### config.mk
export PLATFORM = sky130hd
export DESIGN_NAME = xyz_moving_average
export DESIGN_NICKNAME = d
export VERILOG_FILES = /design/src/design/xyzma_pkg.sv /design/src/design/xyzma_ctrl.sv /design/src/design/xyzma_dp.sv /design/src/design/xyz_moving_average.sv
export SDC_FILE = /design/constraint.sdc
export NUM_CORES = 1
export LEC_CHECK = 0
export BUFFER_PORTS_ARGS = -buffer_cell sky130_fd_sc_hd__buf_2
export CORE_ASPECT_RATIO = 0.75
export CORE_MARGIN = 2
export CORE_UTILIZATION = 35
export CTS_BUF_LIST = sky130_fd_sc_hd__clkbuf_2
export CTS_CLUSTER_SIZE = 14
export DETAILED_ROUTE_END_ITERATION = 8
export PLACE_DENSITY_LB_ADDON = 0.25
export RECOVER_POWER = 25
export SLEW_MARGIN = 20
export SYNTH_ARGS = -nofsm -noshare
export SYNTH_HDL_FRONTEND = slang
export SYNTH_SLANG_ARGS = --single-unit
### constraint.sdc
create_clock -name clock -period 14.9 [get_ports clock]
set_input_delay 1.49 -clock clock [delete_from_list [all_inputs] [get_ports clock]]
set_output_delay 1.49 -clock clock [all_outputs]
set_load 0.05 [all_outputs]
### src/design/xyzma_pkg.sv
// shared types and constants for the three-axis moving average
package xyzma_pkg;

   localparam int SAMPLE_W = 16;

   typedef struct packed {
      logic signed [SAMPLE_W-1:0] sample_x;
      logic signed [SAMPLE_W-1:0] sample_y;
      logic signed [SAMPLE_W-1:0] sample_z;
      logic                       sample_ok;
   } req_type;

   typedef struct packed {
      logic signed [SAMPLE_W-1:0] mean_x;
      logic signed [SAMPLE_W-1:0] mean_y;
      logic signed [SAMPLE_W-1:0] mean_z;
      logic                       all_ok;
      logic                       window_full;
   } rsp_type;

   typedef struct packed {
      logic accept;     // capture the incoming item
      logic read;       // read the slot about to be reused
      logic update;     // update sums, counts and the window
      logic div_init;   // load the dividers
      logic div_step;   // one quotient bit per axis
      logic load_out;   // move the means to the output register
   } cmd_type;

   typedef struct packed {
      logic div_done;   // last divider step in progress
      logic out_free;   // output register can take a new item
   } sts_type;

endpackage

### src/design/xyzma_ctrl.sv
// sequencer for one item: read, update, divide, hand off
module xyzma_ctrl (
   input  logic               clock,
   input  logic               reset,
   input  logic               req_valid,
   output logic               req_stall,
   input  xyzma_pkg::sts_type sts,
   output xyzma_pkg::cmd_type cmd
);
   import xyzma_pkg::*;

   localparam logic [2:0] S_IDLE   = 3'd0;
   localparam logic [2:0] S_READ   = 3'd1;
   localparam logic [2:0] S_UPDATE = 3'd2;
   localparam logic [2:0] S_INIT   = 3'd3;
   localparam logic [2:0] S_DIV    = 3'd4;
   localparam logic [2:0] S_DONE   = 3'd5;

   logic [2:0] state_ff;
   logic [2:0] state_in;

   always_comb begin
      state_in = state_ff;
      cmd      = '0;
      unique case (state_ff)
         S_IDLE: begin
            if (req_valid) begin
               cmd.accept = 1'b1;
               state_in   = S_READ;
            end
         end
         S_READ: begin
            cmd.read = 1'b1;
            state_in = S_UPDATE;
         end
         S_UPDATE: begin
            cmd.update = 1'b1;
            state_in   = S_INIT;
         end
         S_INIT: begin
            cmd.div_init = 1'b1;
            state_in     = S_DIV;
         end
         S_DIV: begin
            cmd.div_step = 1'b1;
            if (sts.div_done) begin
               state_in = S_DONE;
            end
         end
         S_DONE: begin
            if (sts.out_free) begin
               cmd.load_out = 1'b1;
               state_in     = S_IDLE;
            end
         end
         default: begin
            state_in = S_IDLE;
         end
      endcase
   end

   assign req_stall = (state_ff != S_IDLE);

   always_ff @(posedge clock) begin
      if (reset) begin
         state_ff <= S_IDLE;
      end else begin
         state_ff <= state_in;
      end
   end

endmodule

### src/design/xyzma_dp.sv
// window store, running sums, bit-serial dividers and output register
module xyzma_dp #(
   parameter int DEPTH = 16
) (
   input  logic               clock,
   input  logic               reset,
   input  xyzma_pkg::req_type req_data,
   input  xyzma_pkg::cmd_type cmd,
   output xyzma_pkg::sts_type sts,
   output logic               rsp_valid,
   input  logic               rsp_stall,
   output xyzma_pkg::rsp_type rsp_data
);
   import xyzma_pkg::*;

   localparam int SLW = (DEPTH > 1) ? $clog2(DEPTH) : 1;
   localparam int CW  = $clog2(DEPTH + 1);
   localparam int SW  = SAMPLE_W + $clog2(DEPTH);
   localparam int STW = $clog2(SW);
   localparam int EXT = SW - SAMPLE_W;

   req_type              mem [DEPTH];
   req_type              in_ff;
   req_type              old_ff;

   logic signed [SW-1:0] sum_ff [3];
   logic signed [SW-1:0] sum_in [3];
   logic [CW-1:0]        fill_ff;
   logic [CW-1:0]        fill_in;
   logic [CW-1:0]        bad_ff;
   logic [CW-1:0]        bad_in;
   logic [SLW-1:0]       slot_ff;
   logic [SLW-1:0]       slot_in;
   logic                 full;

   logic [SW-1:0]        quo_ff [3];
   logic [SW-1:0]        quo_in [3];
   logic [CW-1:0]        rem_ff [3];
   logic [CW-1:0]        rem_in [3];
   logic                 neg_ff [3];
   logic [STW-1:0]       step_ff;
   logic [SAMPLE_W-1:0]  mean [3];

   logic                 rsp_valid_ff;
   rsp_type              rsp_ff;

   logic signed [SAMPLE_W-1:0] new_v [3];
   logic signed [SAMPLE_W-1:0] old_v [3];

   assign new_v[0] = in_ff.sample_x;
   assign new_v[1] = in_ff.sample_y;
   assign new_v[2] = in_ff.sample_z;
   assign old_v[0] = old_ff.sample_x;
   assign old_v[1] = old_ff.sample_y;
   assign old_v[2] = old_ff.sample_z;

   assign full = (fill_ff == CW'(DEPTH));

   // window update: evict the oldest entry once full
   always_comb begin
      for (int a = 0; a < 3; a++) begin
         sum_in[a] = sum_ff[a] + {{EXT{new_v[a][SAMPLE_W-1]}}, new_v[a]};
         if (full) begin
            sum_in[a] = sum_in[a] - {{EXT{old_v[a][SAMPLE_W-1]}}, old_v[a]};
         end
      end
      fill_in = full ? fill_ff : fill_ff + 1'b1;
      bad_in  = bad_ff;
      if (full && !old_ff.sample_ok && (bad_ff != '0)) begin
         bad_in = bad_in - 1'b1;
      end
      if (!in_ff.sample_ok) begin
         bad_in = bad_in + 1'b1;
      end
      slot_in = (slot_ff == SLW'(DEPTH - 1)) ? '0 : slot_ff + 1'b1;
   end

   // restoring division of the magnitude, one bit per step
   always_comb begin
      logic [CW:0] trial;
      for (int a = 0; a < 3; a++) begin
         trial = {rem_ff[a], quo_ff[a][SW-1]};
         if (trial >= {1'b0, fill_ff}) begin
            rem_in[a] = CW'(trial - {1'b0, fill_ff});
            quo_in[a] = {quo_ff[a][SW-2:0], 1'b1};
         end else begin
            rem_in[a] = trial[CW-1:0];
            quo_in[a] = {quo_ff[a][SW-2:0], 1'b0};
         end
         mean[a] = neg_ff[a] ? SAMPLE_W'(-quo_ff[a][SAMPLE_W-1:0])
                             : quo_ff[a][SAMPLE_W-1:0];
      end
   end

   assign sts.div_done = (step_ff == STW'(SW - 1));
   assign sts.out_free = !rsp_valid_ff || !rsp_stall;

   always_ff @(posedge clock) begin
      if (cmd.accept) begin
         in_ff <= req_data;
      end
      if (cmd.read) begin
         old_ff <= mem[slot_ff];
      end
      if (cmd.update) begin
         mem[slot_ff] <= in_ff;
      end
   end

   always_ff @(posedge clock) begin
      if (reset) begin
         for (int a = 0; a < 3; a++) begin
            sum_ff[a] <= '0;
         end
         fill_ff <= '0;
         bad_ff  <= '0;
         slot_ff <= '0;
      end else if (cmd.update) begin
         for (int a = 0; a < 3; a++) begin
            sum_ff[a] <= sum_in[a];
         end
         fill_ff <= fill_in;
         bad_ff  <= bad_in;
         slot_ff <= slot_in;
      end
   end

   always_ff @(posedge clock) begin
      if (cmd.div_init) begin
         for (int a = 0; a < 3; a++) begin
            neg_ff[a] <= sum_ff[a][SW-1];
            quo_ff[a] <= sum_ff[a][SW-1] ? SW'(-sum_ff[a]) : sum_ff[a];
            rem_ff[a] <= '0;
         end
         step_ff <= '0;
      end else if (cmd.div_step) begin
         for (int a = 0; a < 3; a++) begin
            quo_ff[a] <= quo_in[a];
            rem_ff[a] <= rem_in[a];
         end
         step_ff <= step_ff + 1'b1;
      end
   end

   always_ff @(posedge clock) begin
      if (reset) begin
         rsp_valid_ff <= 1'b0;
      end else if (cmd.load_out) begin
         rsp_valid_ff <= 1'b1;
      end else if (!rsp_stall) begin
         rsp_valid_ff <= 1'b0;
      end
   end

   always_ff @(posedge clock) begin
      if (cmd.load_out) begin
         rsp_ff.mean_x      <= mean[0];
         rsp_ff.mean_y      <= mean[1];
         rsp_ff.mean_z      <= mean[2];
         rsp_ff.all_ok      <= (bad_ff == '0);
         rsp_ff.window_full <= full;
      end
   end

   assign rsp_valid = rsp_valid_ff;
   assign rsp_data  = rsp_ff;

endmodule

### src/design/xyz_moving_average.sv
// top level of the three-axis sliding-window average
//
// req_valid/req_stall/req_data carry one sample item (x, y, z, ok bit);
// an item is taken on an edge with valid high and stall low.
// rsp_valid/rsp_stall/rsp_data return one item per sample: the window
// means of each axis, truncated toward zero, plus all_ok and window_full.
// Each item goes through the window read, the sum update, a divider load,
// then a bit-serial divider that produces one quotient bit per cycle for
// all three axes at once. The next item can be taken in the cycle after
// the hand-off, so no new item is accepted before the last is handed off.
// The output register holds a result while rsp_stall is high; the next
// sample is accepted meanwhile, and only its hand-off waits for the
// register to drain.
// Reset clears sums, fill and invalid counts, the write slot and the
// output valid; the window memory is not cleared, since its entries are only
// used once every entry has been written.
module xyz_moving_average #(
   parameter int DEPTH = 16
) (
   input  logic               clock,
   input  logic               reset,
   input  logic               req_valid,
   output logic               req_stall,
   input  xyzma_pkg::req_type req_data,
   output logic               rsp_valid,
   input  logic               rsp_stall,
   output xyzma_pkg::rsp_type rsp_data
);
   import xyzma_pkg::*;

   cmd_type cmd;
   sts_type sts;

   xyzma_ctrl u_ctrl (
      .clock     (clock),
      .reset     (reset),
      .req_valid (req_valid),
      .req_stall (req_stall),
      .sts       (sts),
      .cmd       (cmd)
   );

   xyzma_dp #(
      .DEPTH (DEPTH)
   ) u_dp (
      .clock     (clock),
      .reset     (reset),
      .req_data  (req_data),
      .cmd       (cmd),
      .sts       (sts),
      .rsp_valid (rsp_valid),
      .rsp_stall (rsp_stall),
      .rsp_data  (rsp_data)
   );

endmodule
==> key figures, run 1 <==
Floorplan
  – Placeable Area: 138000 µm²
  – DIE HEIGHT: 326 µm
  – FP Rows: 118
  – # IOs: 105
  – Die width: 434 µm
  – Die ar.: 141000 µm²
  – Starting Density: 35.2%

Worst setup path
  – Cell breakdown of the critical path: ha_1, fa_1, a21o_1, a221oi_1, a21oi_1, nor2_1, o21bai_1, xor2_1, ha_1, and3_1, or4_1, o21ai_0, a21oi_1, a211oi_1, mux2_2, xnor3_1, nor2_1
  – Worst Path Max Fanout: 17
  – CP arrival: 6.61 ns
  – CP max stage cell: edfxtp_1
  – Critical Path RT: 16.20 ns
  – CP max stage delay: 0.65 ns
  – Worst r2r src: u_dp.in_ff[33]$_DFFE_PP_
  – Worst Setup Path Type: flip-flop to flip-flop
  – CP Launch Type: flip-flop
  – Critical Path End Type: flip-flop
  – CP startpoint: u_dp.in_ff[33]$_DFFE_PP_

Yosys
  – Warnings from Yosys: 0
  – Post-Syn Area per Cell: 16.2 µm²
  – Post-Syn Nets: 3186
  – Netlist cell types: 66
  – Post-synth EDFFs: 1070
  – Synth top area share: 66.4%
  – Synth async-reset ratio: 0%
  – Synth Register Bits: 1093
  – Sequential-to-total area share from yosys stat: 67.3%
  – Post-Syn Instances: 2980
  – Leading area contributor after synthesis: edfxtp_1
  – Synthesized area: 48400 µm²
  – Ys flop type: edfxtp_1
  – Area contributors post-synth: edfxtp_1 66%, mux4_2 11%, ha_1 3.7%

STA
  – Fmax: 188 MHz
  – Total Negative Setup Slacks: 0 ns
  – Final hold vios: 0
  – Final worst slack: 9.59 ns
  – RSZ-0062 raised after global routing: no
  – Crit share post-route: 35.7%
  – Slew HR: 20.9%
  – Slew Limit Fails: 0
  – Clock skew: 0.174 ns
  – Worst-margin pin slew: 1.19 ns
  – Minimum clock period: 5.31 ns
  – Setup violators final: 0

Hold path
  – Worst min path class: input pin to flip-flop
  – Hold Startpoint: req_valid

GRT
  – Total Routing Usage GR: 17.2%
  – Initial antenna violation count: 7
  – Global route hottest layer: met2
  – GR Util met2: 25.8%
  – Grt total ovfl: 0
  – Vias in the first global route: 28200
  – GRT met3 Usage: 3.91%
  – Largest net degree at the start of global routing: 99
  – Met1 usage: 24.8%
  – First-pass GRT wire length: 180000 µm

Clocking
  – Root Buffer: clkbuf_2
  – Num CTS Buffers: 295
  – Clock slew at reported path FFs: 0.11 ns
  – CTS Sinks: 1093
  – Setup repair bufs after CTS: 0
  – Clk buf depth: 4
  – CTS tree: yes
  – H-tree levels: 5
  – Worst-Skew Late Latency: 1.64 ns

Routing
  – Routed WL: 122000 µm
  – DRT iter0 DRCs: 2456
  – TritonRoute pass-1 iters: 7
  – Detail Route Antenna Nets: 0
  – Wire length per cell: 22.5 µm
  – Via Count: 27800
  – Vias/cell: 5.14
  – DRC violations left: 0

Place
  – HPWL after DPL: 71700 µm
  – RePlAce Congestion: 0.830
  – Pre-CTS WS: 9.65 ns
  – Port-buffer cells: 104

Power
  – Sw Pwr: 1.97 mW
  – Cell-internal power: 4.77 mW
  – Tot Pwr: 6.74 mW
  – Pwr Density: 124 nW/µm²
  – Part of the power in registers: 53.7%
  – Clock network power share: 30.1%
  – VDD IR max: 0.0000639 V
  – Comb power frac: 16.2%
  – Sw frac: 29.3%
  – Pleak: 18.3 nW

Status
  – Outcome: finished clean

Layout
  – Layout cells sized above 1: 23.7%
  – Core Util, Final: 39.4%
  – Area growth, synth to finish: 12.2%
  – Nets: 3578

Run
  – Max_cap viols: 0
-- power by group through the flow --
stage,clock (mW),combinational (mW),sequential (mW)
finish,2.03,1.09,3.62
global route,2.27,1.22,3.64
CTS,2.12,1.10,3.62
detailed placement,0,1.08,3.69
global placement,0,1.08,3.69
floorplan,0,0.847,3.64
-- through the flow --
stage               hold slack, ns  instances  area (µm²)
floorplan                    0.441       2980       48400
global placement             0.466       4884       51400
detailed placement           0.478       4884       51400
CTS                         0.0344       5402       54300
global route                 0.120       5409       54300
finish                       0.283       5409       54300
-- worst paths after layout --
| check | to | slack (ns) | cells after the start |
|---|---|---|---|
| max | u_dp.sum_ff[0][19]$_SDFFCE_PN0P_ | 9.59 | 17 |
| min | u_ctrl.state_ff[0]$_SDFFE_PP0P_ | 0.28 | 3 |
| max reg2reg | u_dp.sum_ff[0][19]$_SDFFCE_PN0P_ | 9.59 | 17 |
| min reg2reg | u_dp.step_ff[1]$_SDFFE_PP0P_ | 0.49 | 2 |
-- Yosys cell counts, drive strengths merged, types with 20 or more instances --
library cell	n
edfxtp	1070
mux4	245
nand2b	27
inv	99
ha	144
buf	37
nor2	141
a21oi	145
o21ai	147
xor2	92
a211oi	28
xnor2	113
or4	22
nor3	40
nand3	29
dfxtp	23
clkbuf	70
nand2	231
o31ai	29
o21a	22
a21o	36
or3	20
-- routing by layer --
metal  vias up  share of wire [%]
li1      12700                  -
met1     14000                 47
met2       896                 45
met3       213                6.1
met4         6                2.1
met5         -              0.036
-- cell type report --
type	count	area [µm²]
antenna	6	15.0
clock buffer	399	2000
clock inverter	69	379
fill	12800	83400
inverter	99	372
multi-input combinational	1681	15200
sequential	1093	32600
tap	1860	2330
timing repair buffer	202	1380
-- registers in the layout (all words and copies together), names as in the netlist --
signal,flops
u_dp.fill_ff,5
u_dp.bad_ff,5
u_dp.quo_ff,60
u_dp.rsp_valid,1
u_dp.step_ff,5
u_dp.sum_ff,60
u_dp.in_ff,49
u_dp.neg_ff,3
u_dp.old_ff,49
u_dp.rsp_data,50
u_dp.mem,784
u_dp.slot_ff,4
u_ctrl.state_ff,3
u_dp.rem_ff,15
-- timing repair --
action | in CTS | in global routing
gates resized for setup | 0 | 0
hold buffers | 50 | 0
hold endpoints to repair | 50 | 0
setup endpoints to repair | 0 | 0
-- kinds of logic (layout without fill, tap and decap cells) --
group,Yosys count,after routing,synth area share [%]
flip-flops,1093,1093,67.3
AND/OR/NAND/NOR,588,588,5.64
AO/OA/AOI/OAI,483,483,6.10
multiplexers,251,251,11.5
XOR/XNOR,206,206,3.75
buffers and inverters,206,769,1.60
adder cells (fa/ha/maj),153,153,4.09
other,0,6,0
-- cell usage in the layout, fill, tap and decap left out, drive strengths merged, types with 5 or more instances in the layout --
cell type / instances
a21oi: 145
xnor2: 113
inv: 105
or4: 22
edfxtp: 1070
and2: 10
clkbuf: 424
dfxtp: 23
a211oi: 28
nand4: 8
nor3: 40
diode: 6
mux4: 245
mux2i: 5
or3: 20
or2: 12
a22o: 6
nand2b: 27
o21bai: 12
fa: 9
o21a: 22
buf: 127
nand3: 29
o21ai: 147
o41ai: 15
nor2b: 15
a31oi: 11
dlygate4sd3: 50
nor4: 8
o31ai: 29
ha: 144
o211ai: 5
nor2: 141
clkinv: 59
xor2: 92
nand2: 231
and3: 13
a21o: 36
-- worst max-delay path, delay by kind of cell, from the launching register on --
kind	cells	cell delay [ns]
mux	1	0.38
flops	1	0.65
fa+ha+maj	3	1.13
compound gates	7	1.60
xor+xnor	2	0.51
simple gates	4	0.84
Note: power is estimated with default switching activity, not from simulation.
==> run 2, diff against run 1 <==
Settings changed: ABC_AREA from default to 1.
Clock period 14.9 ns to 4.85 ns, I/O delays scaled along.
==> key figures, run 2 <==
Clocking
  – Clock slew at reported path FFs: 0.11 ns
  – CTS tree: yes
  – Root Buffer: clkbuf_2
  – Worst-Skew Late Latency: 1.57 ns
  – Hold buffers post-CTS: 121
  – Setup repair bufs after CTS: 0
  – Clk buf depth: 4
  – Num CTS Buffers: 281
  – H-tree levels: 5
  – CTS Sinks: 1093
  – PostCTS Resize Cnt: 0

Yosys
  – Synthesized area: 51300 µm²
  – Synth async-reset ratio: 0%
  – Synth Register Bits: 1093
  – Post-synth top cells: 1070 x edfxtp_1, 843 x nand2_1, 698 x nor2_1
  – Area contributors post-synth: edfxtp_1 63%, nand2_1 6.2%, nor2_1 5.1%
  – Post-Syn Instances: 4805
  – Synth top area share: 62.7%
  – Sequential-to-total area share from yosys stat: 63.6%
  – Netlist cell types: 55
  – Post-synth EDFFs: 1070
  – Leading area contributor after synthesis: edfxtp_1
  – Cell with the most instances after synthesis: edfxtp_1
  – Post-Syn Nets: 5011
  – Post-Syn Area per Cell: 10.7 µm²
  – Warnings from Yosys: 0
  – Ys flop type: edfxtp_1

Place
  – Placed cell count: 6698
  – Pre-CTS WS: 0.820 ns
  – Port-buffer cells: 104
  – RePlAce Congestion: 0.882
  – HPWL after DPL: 87400 µm

STA
  – Slew Limit Fails: 0
  – Final hold vios: 0
  – Slew HR: 16.0%
  – Fmax: 243 MHz
  – Total Negative Setup Slacks: 0 ns
  – Crit share post-route: 85.0%
  – Clock skew: 0.147 ns
  – RSZ-0062 raised after global routing: no
  – Minimum clock period: 4.12 ns
  – Setup violators final: 0
  – Final worst slack: 0.729 ns
  – Worst-margin pin slew: 1.26 ns

Layout
  – Largest Register: u_dp.mem
  – Area growth, synth to finish: 12.3%
  – Core Util, Final: 39.6%
  – Nets: 5402
  – Layout cells sized above 1: 11.7%
  – Commonest non-fill, non-tap cell in the layout: edfxtp_1
  – Biggest regs: u_dp.mem: 784 flops, u_dp.quo_ff: 60 flops, u_dp.sum_ff: 60 flops
  – Finished Layout Cells: 7277
  – Most frequent cells in the layout: 1070 x edfxtp_1, 842 x nand2_1, 677 x nor2_1
  – Max reg flops: 784

Routing
  – Wire length per cell: 20.3 µm
  – Vias/cell: 5.15
  – DRT iter0 DRCs: 3738
  – Via Count: 37500
  – TritonRoute pass-1 iters: 5
  – Detail Route Antenna Nets: 0
  – Routed WL: 147000 µm
  – DRC violations left: 0

Hold path
  – Worst min path class: input pin to flip-flop

Power
  – Comb power frac: 40.0%
  – Pleak: 21.6 nW
  – Cell-internal power: 18.6 mW
  – Sw Pwr: 13.5 mW
  – Pwr Density: 558 nW/µm²
  – VDD IR max: 0.000355 V
  – Sw frac: 42.1%
  – Clock network power share: 18.9%
  – Part of the power in registers: 41.1%

Run
  – Max_cap viols: 0

GRT
  – Total Routing Usage GR: 19.5%
  – Initial antenna violation count: 3
  – Vias in the first global route: 36200
  – First-pass GRT wire length: 222000 µm
  – Largest net degree at the start of global routing: 236
  – Grt total ovfl: 0

Floorplan
  – # IOs: 105
  – Die ar.: 150000 µm²
  – DIE HEIGHT: 335 µm
  – Die width: 446 µm
  – FP Rows: 121
  – Placeable Area: 145000 µm²
  – Starting Density: 35.3%

Worst setup path
  – CP max stage cell: clkbuf_1
  – CP arrival: 5.32 ns
  – Worst path buffer plus inverter count: 2
  – Critical Path End Type: flip-flop
  – Critical Path RT: 6.05 ns
  – Worst Setup Path Type: flip-flop to flip-flop
  – CP Launch Type: flip-flop
  – Worst Path Max Fanout: 17
  – CP dominant cell by count: nand2_1
  – Largest delay contributor family on the critical path: simple AND/OR/NAND/NOR gates
  – CP max stage delay: 0.73 ns
  – Cell breakdown of the critical path: clkbuf_1, ha_1, nand2_1, inv_1, a21oi_1, nor2_1, nor2_1, nand2_1, nand2_1, nand2_1, ha_1, nand2_1, nor2_1, nand2_1, nor2_1, nand2_1, nand3_1, nand2_1, nand3_1, nand2_1, nand2_1, nor2_1

Status
  – Outcome: finished clean
-- run 2: cell count changes after synthesis, sizes merged, moves of 152 or more --
cell	change
inv	+227
mux4	-245
nor2	+566
o22ai	+196
nand3	+152
nand2	+617
o21ai	+396
-- run 2: per-stage QoR --
stage          cell area (µm²)  hold WS, ns  total power, mW
2_1_floorplan            51300        0.421             22.4
3_3_place_gp             54100        0.476             26.1
3_5_place_dp             54100        0.478             26.1
4_1_cts                  57600     0.000702             32.3
5_1_grt                  57600        0.124             34.6
6_report                 57600        0.202             32.1
-- run 2: layout make-up --
| class | instances | area [µm²] |
|---|---|---|
| inverters | 327 | 1250 |
| repair buffers | 299 | 2290 |
| well taps | 1906 | 2380 |
| fillers | 14400 | 87800 |
| clock inverters | 52 | 279 |
| multi-input cells | 3194 | 16700 |
| diodes | 5 | 12.5 |
| flip-flops and latches | 1093 | 32600 |
| clock buffers | 401 | 2010 |
-- run 2: kinds of logic (layout without fill, tap and decap cells) --
kind of cell               Yosys count  count (layout)  share of synthesized area (%)
and+or+nand+nor                   1899            1899                           15.3
DFF                               1093            1093                           63.6
AOI/OAI and AO/OA                 1001            1001                           10.7
buffers and inverters              518            1079                           4.12
adders and majority gates          153             153                           3.87
xor gates and xnor gates           141             141                           2.41
other                                0               5                              0
-- run 2: final timing paths --
kind / to / from / depth (start not counted) / slack (ns)
max: u_dp.sum_ff[0][39]$_SDFFCE_PN0P_ / u_dp.in_ff[29]$_DFFE_PP_ / 22 / 0.73
min: u_dp.in_ff[29]$_DFFE_PP_ / req_data[29] / 3 / 0.20
max reg2reg: u_dp.sum_ff[0][39]$_SDFFCE_PN0P_ / u_dp.in_ff[29]$_DFFE_PP_ / 22 / 0.73
min reg2reg: u_dp.quo_ff[0][57]$_DFFE_PP_ / u_dp.quo_ff[0][56]$_DFFE_PP_ / 2 / 0.47
-- run 2: worst reg2reg max path, stage by stage, from the launching register on --
cell and delay (ns):
edfxtp_1 0.34, clkbuf_1 0.73, ha_1 0.45, nand2_1 0.16, inv_1 0.05, a21oi_1 0.26
nor2_1 0.08, nor2_1 0.12, nand2_1 0.07, nand2_1 0.07, nand2_1 0.10, ha_1 0.37
nand2_1 0.09, nor2_1 0.14, nand2_1 0.08, nor2_1 0.12, nand2_1 0.07, nand3_1 0.09
nand2_1 0.05, nand3_1 0.11, nand2_1 0.09, nand2_1 0.06, nor2_1 0.05
-- run 2: power groups by stage --
stage | Combinational [mW] | Clock, mW | Sequential [mW]
after CTS | 12.8 | 6.30 | 13.2
after floorplan | 9.17 | 0 | 13.2
after detailed placement | 12.7 | 0 | 13.4
after global routing | 14.5 | 6.78 | 13.3
after global placement | 12.7 | 0 | 13.4
final | 12.8 | 6.08 | 13.2
-- run 2: per-layer routing --
layer	global-route usage (%)	routed length, µm
met2	30.0	65500
met1	27.8	68400
met5	0	21
met4	6.97	3650
met3	3.27	9820
